`config.mk`:
```
export PLATFORM = sky130hd
export DESIGN_NAME = pkbfi_front
export DESIGN_NICKNAME = d
export VERILOG_FILES = /design/src/rtl/core/pkbfi_pkg.sv /design/src/rtl/core/pkbfi_front.sv
export SDC_FILE = /design/constraint.sdc
export NUM_CORES = 1
export LEC_CHECK = 0
export ABC_AREA = 0
export BUFFER_PORTS_ARGS = -buffer_cell sky130_fd_sc_hd__buf_4
export CORE_AREA = 10 10 337 339
export DETAILED_ROUTE_END_ITERATION = 10
export DIE_AREA = 0 0 347 349
export PLACE_DENSITY = 0.67
export SYNTH_ARGS = -nofsm -noshare
export SYNTH_HDL_FRONTEND = slang
export SYNTH_SLANG_ARGS = --single-unit
```
`constraint.sdc`:
```
create_clock -name i_clk -period 4.5 [get_ports i_clk]
set_input_delay 1.125 -clock i_clk [delete_from_list [all_inputs] [get_ports i_clk]]
set_output_delay 1.125 -clock i_clk [all_outputs]
set_load 0.1 [all_outputs]
```
`src/rtl/core/pkbfi_pkg.sv`:
```
// Shared types and constants for the packed key bucket find-or-insert block.
// No dependencies.
`timescale 1ns / 1ps
package pkbfi_pkg;
    localparam int BUCKET_BYTES = 4096;
    localparam int MAX_KEY_LEN  = 64;
    localparam int VAL_BYTES    = 4;
    localparam int HDR_BYTES    = 2;
    localparam int AW           = $clog2(BUCKET_BYTES);
    localparam int UW           = AW + 1;
    localparam int KW           = $clog2(MAX_KEY_LEN);
    localparam int KLW          = KW + 1;
    localparam int QDEPTH       = 2;

    typedef enum logic [1:0] {
        ST_FOUND    = 2'd0,
        ST_INSERTED = 2'd1,
        ST_FULL     = 2'd2,
        ST_TOO_LONG = 2'd3
    } t_status;

    // Completed key job handed from front to back.
    typedef struct packed {
        logic             overflow;
        logic [KLW-1:0]   len;
        logic [31:0]      value;
        logic             bank;
    } t_job;

    typedef enum logic [3:0] {
        BS_IDLE, BS_HDR0, BS_HDR1, BS_CHK, BS_CMP, BS_VAL, BS_INS_HDR0, BS_INS_HDR1,
        BS_INS_KEY, BS_INS_VAL, BS_DONE
    } t_bstate;
endpackage

```
`src/rtl/core/pkbfi_front.sv`:
```
// Front end: collects key bytes into a two-bank key buffer and emits jobs.
// Depends on pkbfi_pkg.
`timescale 1ns / 1ps
module pkbfi_front (
    input  logic                         i_clk,
    input  logic                         i_rst_n,
    input  logic                         i_valid,
    output logic                         o_ready,
    input  logic [7:0]                   i_key_byte,
    input  logic                         i_key_last,
    input  logic [31:0]                  i_new_value,
    output logic                         o_job_valid,
    input  logic                         i_job_ready,
    output pkbfi_pkg::t_job              o_job,
    input  logic                         i_job_done,
    input  logic                         i_rd_bank,
    input  logic [pkbfi_pkg::KW-1:0]     i_rd_idx,
    output logic [7:0]                   o_rd_data
);
    logic [7:0]                  r_kbuf [2*pkbfi_pkg::MAX_KEY_LEN];
    logic [pkbfi_pkg::KLW-1:0]   r_len, n_len;
    logic                        r_ovf, n_ovf;
    logic                        r_bank;
    // banks owned by jobs that have not been answered yet
    logic [1:0]                  r_bcnt;
    // jobs waiting in the queue
    logic [1:0]                  r_qcnt;
    pkbfi_pkg::t_job             r_q [pkbfi_pkg::QDEPTH];
    logic                        r_wp, r_rp;
    logic                        w_acc, w_push, w_pop;

    assign o_ready = (r_bcnt != 2'd2);
    assign w_acc   = i_valid && o_ready;
    assign w_push  = w_acc && i_key_last;
    assign w_pop   = o_job_valid && i_job_ready;
    assign o_job_valid = (r_qcnt != 2'd0);
    assign o_job   = r_q[r_rp];

    always_comb begin
        n_len = r_len;
        n_ovf = r_ovf;
        if (w_acc) begin
            if (r_len < pkbfi_pkg::KLW'(pkbfi_pkg::MAX_KEY_LEN)) n_len = r_len + 1'b1;
            else n_ovf = 1'b1;
            if (i_key_last) begin
                n_len = '0;
                n_ovf = 1'b0;
            end
        end
    end

    always_ff @(posedge i_clk) begin
        if (!i_rst_n) begin
            r_len <= '0; r_ovf <= 1'b0; r_bank <= 1'b0;
            r_bcnt <= '0; r_qcnt <= '0; r_wp <= 1'b0; r_rp <= 1'b0;
        end else begin
            r_len <= n_len;
            r_ovf <= n_ovf;
            if (w_push) begin
                r_bank <= ~r_bank;
                r_wp   <= ~r_wp;
            end
            if (w_pop) r_rp <= ~r_rp;
            r_qcnt <= r_qcnt + {1'b0, w_push} - {1'b0, w_pop};
            // a bank is free again once the back end has answered its job
            r_bcnt <= r_bcnt + {1'b0, w_push} - {1'b0, i_job_done};
        end
    end

    always_ff @(posedge i_clk) begin
        if (w_acc && r_len < pkbfi_pkg::KLW'(pkbfi_pkg::MAX_KEY_LEN))
            r_kbuf[{r_bank, r_len[pkbfi_pkg::KW-1:0]}] <= i_key_byte;
        if (w_push) begin
            r_q[r_wp].overflow <= r_ovf || (r_len == pkbfi_pkg::KLW'(pkbfi_pkg::MAX_KEY_LEN));
            r_q[r_wp].len      <= (r_len == pkbfi_pkg::KLW'(pkbfi_pkg::MAX_KEY_LEN))
                                  ? r_len : r_len + 1'b1;
            r_q[r_wp].value    <= i_new_value;
            r_q[r_wp].bank     <= r_bank;
        end
        o_rd_data <= r_kbuf[{i_rd_bank, i_rd_idx}];
    end

`ifndef NO_ASSERTIONS
    a_cnt: assert property (@(posedge i_clk) disable iff (!i_rst_n) r_bcnt <= 2'd2)
        else $error("bank count overflow");
    a_nopush_full: assert property (@(posedge i_clk) disable iff (!i_rst_n)
        r_bcnt == 2'd2 |-> !w_push) else $error("push with both banks busy");
    a_len_clear: assert property (@(posedge i_clk) disable iff (!i_rst_n)
        w_push |=> r_len == '0) else $error("key length not cleared");
`endif
endmodule

```
### After elaboration in Yosys (flattened, before gate mapping)

Memories as Yosys holds them, arrays and structs flattened. A register that Yosys moved wholly into a read port is not among the register bits.
Index checks and enable logic that the tools add are counted.

| word-level totals | value |
|---|---|
| register bits after elaboration | 15 |
| input port bits | 53 |
| memories | 2 |
| bits in writable memories | 1106 |

Memories:

| name | depth | width | rd ports | clocked after memory_dff | wr ports | line | RTL |
|---|---|---|---|---|---|---|---|
| r_kbuf | 128 | 8 | 1 | 1 | 1 | pkbfi_front.sv:20 | `logic [7:0] r_kbuf [2*pkbfi_pkg::MAX_KEY_LEN];` |
| r_q | 2 | 41 | 1 | 1 | 1 | pkbfi_front.sv:28 | `pkbfi_pkg::t_job r_q [pkbfi_pkg::QDEPTH];` |

| cells by class | value |
|---|---|
| add/sub/neg operators | 5 |
| equality and inequality tests | 3 |
| multiplexer cells | 11 |
| reductions and logical operators | 9 |
| order comparisons | 1 |
| bitwise logic cells | 3 |

Operators by type and width:

| kind | number |
|---|---|
| two-way mux 7 bit | 3 |
| two-way mux 1 bit | 8 |
| adder 7 x 1 -> 7 bit, second input constant | 1 |
| == test 7 bit, second input constant | 1 |
| less-than comparator 7 bit, second input constant | 1 |
| adder 2 x 1 -> 2 bit | 2 |
| logical AND 1 bit | 4 |
| != test 2 bit, second input constant | 2 |
| AND reduction 2 bit | 2 |
| nonzero test 2 bit | 2 |
| subtractor 2 x 1 -> 2 bit | 2 |
| NOT 1 bit | 3 |
| logical OR 1 bit | 1 |

### Logic depth before layout (Yosys ltp)

| logic depth | value |
|---|---|
| depth in word-level cells | 5 |
| gate-level depth with buffers | 8 |

### Least setup slack after synthesis

Ideal clock, no wire load.

| timing path | value |
|---|---|
| path type | reg2reg |
| start | reg r_bcnt[0] |
| end | mem r_q[0][0] in the netlist's numbering, enable pin |
| data required time | 4.059 ns |
| library setup time | 0.441 ns |
| path slack | 0.393 ns |
| arrival time | 3.666 ns |
| cell stages (with the launch flop) | 5 |
| path through | dfxtp_1 -> nand2b_1 -> clkbuf_1 -> nand3_1 -> nor2_1 |

| between the ends | value |
|---|---|
| word-level cells in the longest chain between the ends | 5 |

Ends and longest elaborated chain:

| item | line | RTL |
|---|---|---|
| start: declaration | pkbfi_front.sv:25 | `logic [1:0] r_bcnt;` |
| start signal: assignment | pkbfi_front.sv:66 | `r_bcnt <= r_bcnt + {1'b0, w_push} - {1'b0, i_job_done};` |
| != test 2 bit | pkbfi_front.sv:32 | `assign o_ready = (r_bcnt != 2'd2);` |
| named net o_ready | pkbfi_front.sv:8 | `output logic o_ready,` |
| logical AND 1 bit | pkbfi_front.sv:33 | `assign w_acc = i_valid && o_ready;` |
| logical AND 1 bit | pkbfi_front.sv:34 | `assign w_push = w_acc && i_key_last;` |
| two-way mux 1 bit | pkbfi_front.sv:73 | `if (w_push) begin` |
| two-way mux 1 bit (implied by the code) | pkbfi_front.sv:78 | `r_q[r_wp].bank <= r_bank;` |
| end: declaration | pkbfi_front.sv:28 |  |

The timed path passes the listed nets, and every way through them passes these cells.

==> run metrics <==
largest net degree at the start of global routing between 90 and 100; max_slew headroom 0.232; vias in the first global route 20482; Pre-antenna DRT Iters 5; Post-Place Cells roughly 3300; DP Wirelength approximately 60000 microns; RSZ-0062 raised after global routing false; Setup Fix Bufs, Post-CTS 0; Synth Net Count 1909; CP Launch Type register; count of final max-slew check failures 0; Hold WC Path Type reg -> reg; met3 WL post-DR around 8200 microns; clock period minus worst slack 3.43 ns; count of flip-flops with a built-in enable after synthesis 1106; Clock power frac 0.389; Switch Pwr 0.00551 W; Cell Rows 120; Core ar. between 100000 and 150000 sq um; Die ar. around 120000 sq um; Layout fillers roughly 8600; Seq/Total Area, Yosys 0.777; Sink Count approximately 1100; post-synthesis cell type count 36; final critical-path setup slack 1.07 ns; Total GRT Usage 0.162; first-pass GRT wire length 145000 microns; CTS tree done; Final Net Count 2082; via/cell ratio 5.66; fin cells roughly 3500; CP Max Fanout 41; ranking of synthesized cells by area edfxtp_1, mux4_2, mux2_2; CP required between 3 and 4 ns; Top Metal Used met4; slew of the pin with the lowest slew margin 1.15 ns; Inserted Clock Buffers 105; Final TNS setup 0 ns; DRC 0; WS Path Type reg -> out; hold_buf cts 0; dominant cell type by area after synthesis edfxtp_1; Post-Syn Instances 1852; Max Clk Rate 0.292 GHz; VDD IR max 0.288 mV; # port buffers 103; PwrDens 461 nW/um^2; Mean Syn Cell Area 23.4 sq um; Synth Warn # 0; initial core utilization 0.407; DIE HEIGHT 349 microns; Root Driver clkbuf_16; Worst-path clk slew 0.06 ns; Max-Cap Viols 0; post-cts sizing count 0; post-synthesis sequential element count about 1100; critical path endpoint category output port; Clock Tree Buf Depth 3; switching share of power 0.240; htree depth 3; Starting DRT DRC Count between 2000 and 2500; drt wl/cell ~28 microns; register area 33700 sq um; drt total wl between 90000 and 100000 microns; Final ANT Viol Nets 0; WL met1 a little under 40000 microns; Async S/R FF share, synth 0; Yosys top cell area share 0.766; Final Cycle Share 0.762; leakage 15.3 nW; # setup viols final 0; Comb power frac 0.099; main flop type after synthesis edfxtp_1; Design Area, Final 49600 sq um; P_int 0.0174 W; I/O pin count 104; Reg power frac 0.512; synthesized area approximately 43000 sq um; final hold viol count 0; Syn-to-layout area delta 14.4%; WL met2 a little under 50000 microns; Placer Congestion 0.800; chip width 347 microns; Worst Path Arrival 2.30 ns; DP Area approximately 46000 sq um; Skew-Pair Late Insertion Delay 0.70 ns; via count between 15000 and 20000; share of cells above drive strength 1 0.334; Multi-input gate area 9260 sq um; Fin Clk Skew approximately 0.040 ns; Placement Setup Slack 0.516 ns; gr ovfl total 0; status complete, no violations; initial antenna violation count 2
==> through the flow <==
stage               total power, W  utilization  hold WS [ns]
floorplan                   0.0135            -         0.424
global placement            0.0142        0.433         0.472
detailed placement          0.0142        0.433         0.449
CTS                         0.0231        0.465         0.462
global route                0.0236        0.465         0.483
finish                      0.0229        0.465         0.462
==> cell type report <==
class / count / share of cell area
diodes: 1 / 0.0000504
clock buffers: 125 / 0.0551
clock inverters: 71 / 0.0152
inverters: 4 / 0.000303
multi-input cells: 620 / 0.187
flip-flops and latches: 1130 / 0.679
well taps: 1403 / 0.0354
repair buffers: 164 / 0.0284
==> synthesized netlist by cell type (2+ instances only) <==
| cell type | number |
|---|---|
| o21ai_0 | 3 |
| dfxtp_1 | 24 |
| nand4_1 | 2 |
| edfxtp_1 | 1106 |
| nand2_1 | 19 |
| inv_1 | 4 |
| nor2b_1 | 10 |
| mux4_2 | 336 |
| nand3_1 | 13 |
| buf_2 | 21 |
| ha_1 | 4 |
| nor3_1 | 2 |
| mux2_2 | 49 |
| and3b_1 | 2 |
| xnor2_1 | 10 |
| nand2b_1 | 3 |
| nor2_1 | 140 |
| a21oi_1 | 2 |
| and2_1 | 6 |
| a22oi_1 | 4 |
| or2_2 | 3 |
| clkbuf_1 | 53 |
| buf_1 | 17 |
| buf_6 | 3 |
| xor2_1 | 2 |
| buf_4 | 4 |
==> worst max-delay path, cell delays in order (launching register included) <==
cell and delay [ns]:
dfxtp_2 0.94, mux2_2 0.43, buf_4 0.23
==> final timing paths <==
check                    to      from  cells past startpoint  slack [ns]
min                   r_ovf     r_ovf                      2        0.46
max               o_job[36]  register                      2        1.07
min reg2reg           r_ovf     r_ovf                      2        0.46
max reg2reg  r_kbuf[111][0]  r_len[3]                      3        1.39
==> state kept, by name, indices dropped and copies added (netlist names), named ones only <==
name,count
r_kbuf,1024
r_q,82
o_rd_data,8
r_len,7
r_bcnt,2
r_qcnt,2
r_bank,1
r_ovf,1
r_rp,1
r_wp,1
==> cell families after synthesis <==
kind of cell               after synthesis  synth area share
DFF                                   1130             0.777
muxes                                  386             0.187
and+or+nand+nor                        204            0.0200
buffers and inverters                  102            0.0103
AOI/OAI and AO/OA                       14           0.00211
xor gates and xnor gates                12           0.00242
adders and majority gates                4           0.00115
==> power by group through the flow <==
stage	logic [W]	registers, W	clock network (W)
after floorplan	0.00153	0.0120	0
after global placement	0.00226	0.0120	0
after detailed placement	0.00228	0.0120	0
after CTS	0.00229	0.0117	0.00903
after global routing	0.00235	0.0117	0.00946
final	0.00227	0.0117	0.00890
==> placed cells by master (no fill, tap or decap), types with 4 or more instances in the layout <==
master,count
nand3_1,13
a22oi_1,4
and2_1,6
ha_1,4
mux2_2,49
bufinv_16,12
dfxtp_1,23
clkinv_1,26
clkinvlp_4,8
nor2b_1,10
nand2_1,19
edfxtp_1,1106
buf_4,149
clkinv_2,16
xnor2_1,10
buf_12,13
nor2_1,138
mux4_2,336
inv_1,4
clkbuf_16,106
clkbuf_1,18
==> metal layers <==
layer,vias up,global-route usage
met5,-,0
met4,0,0.0479
met3,139,0.0342
met2,899,0.265
met1,10712,0.217
li1,8177,-
(Power assumes the default switching activity.)
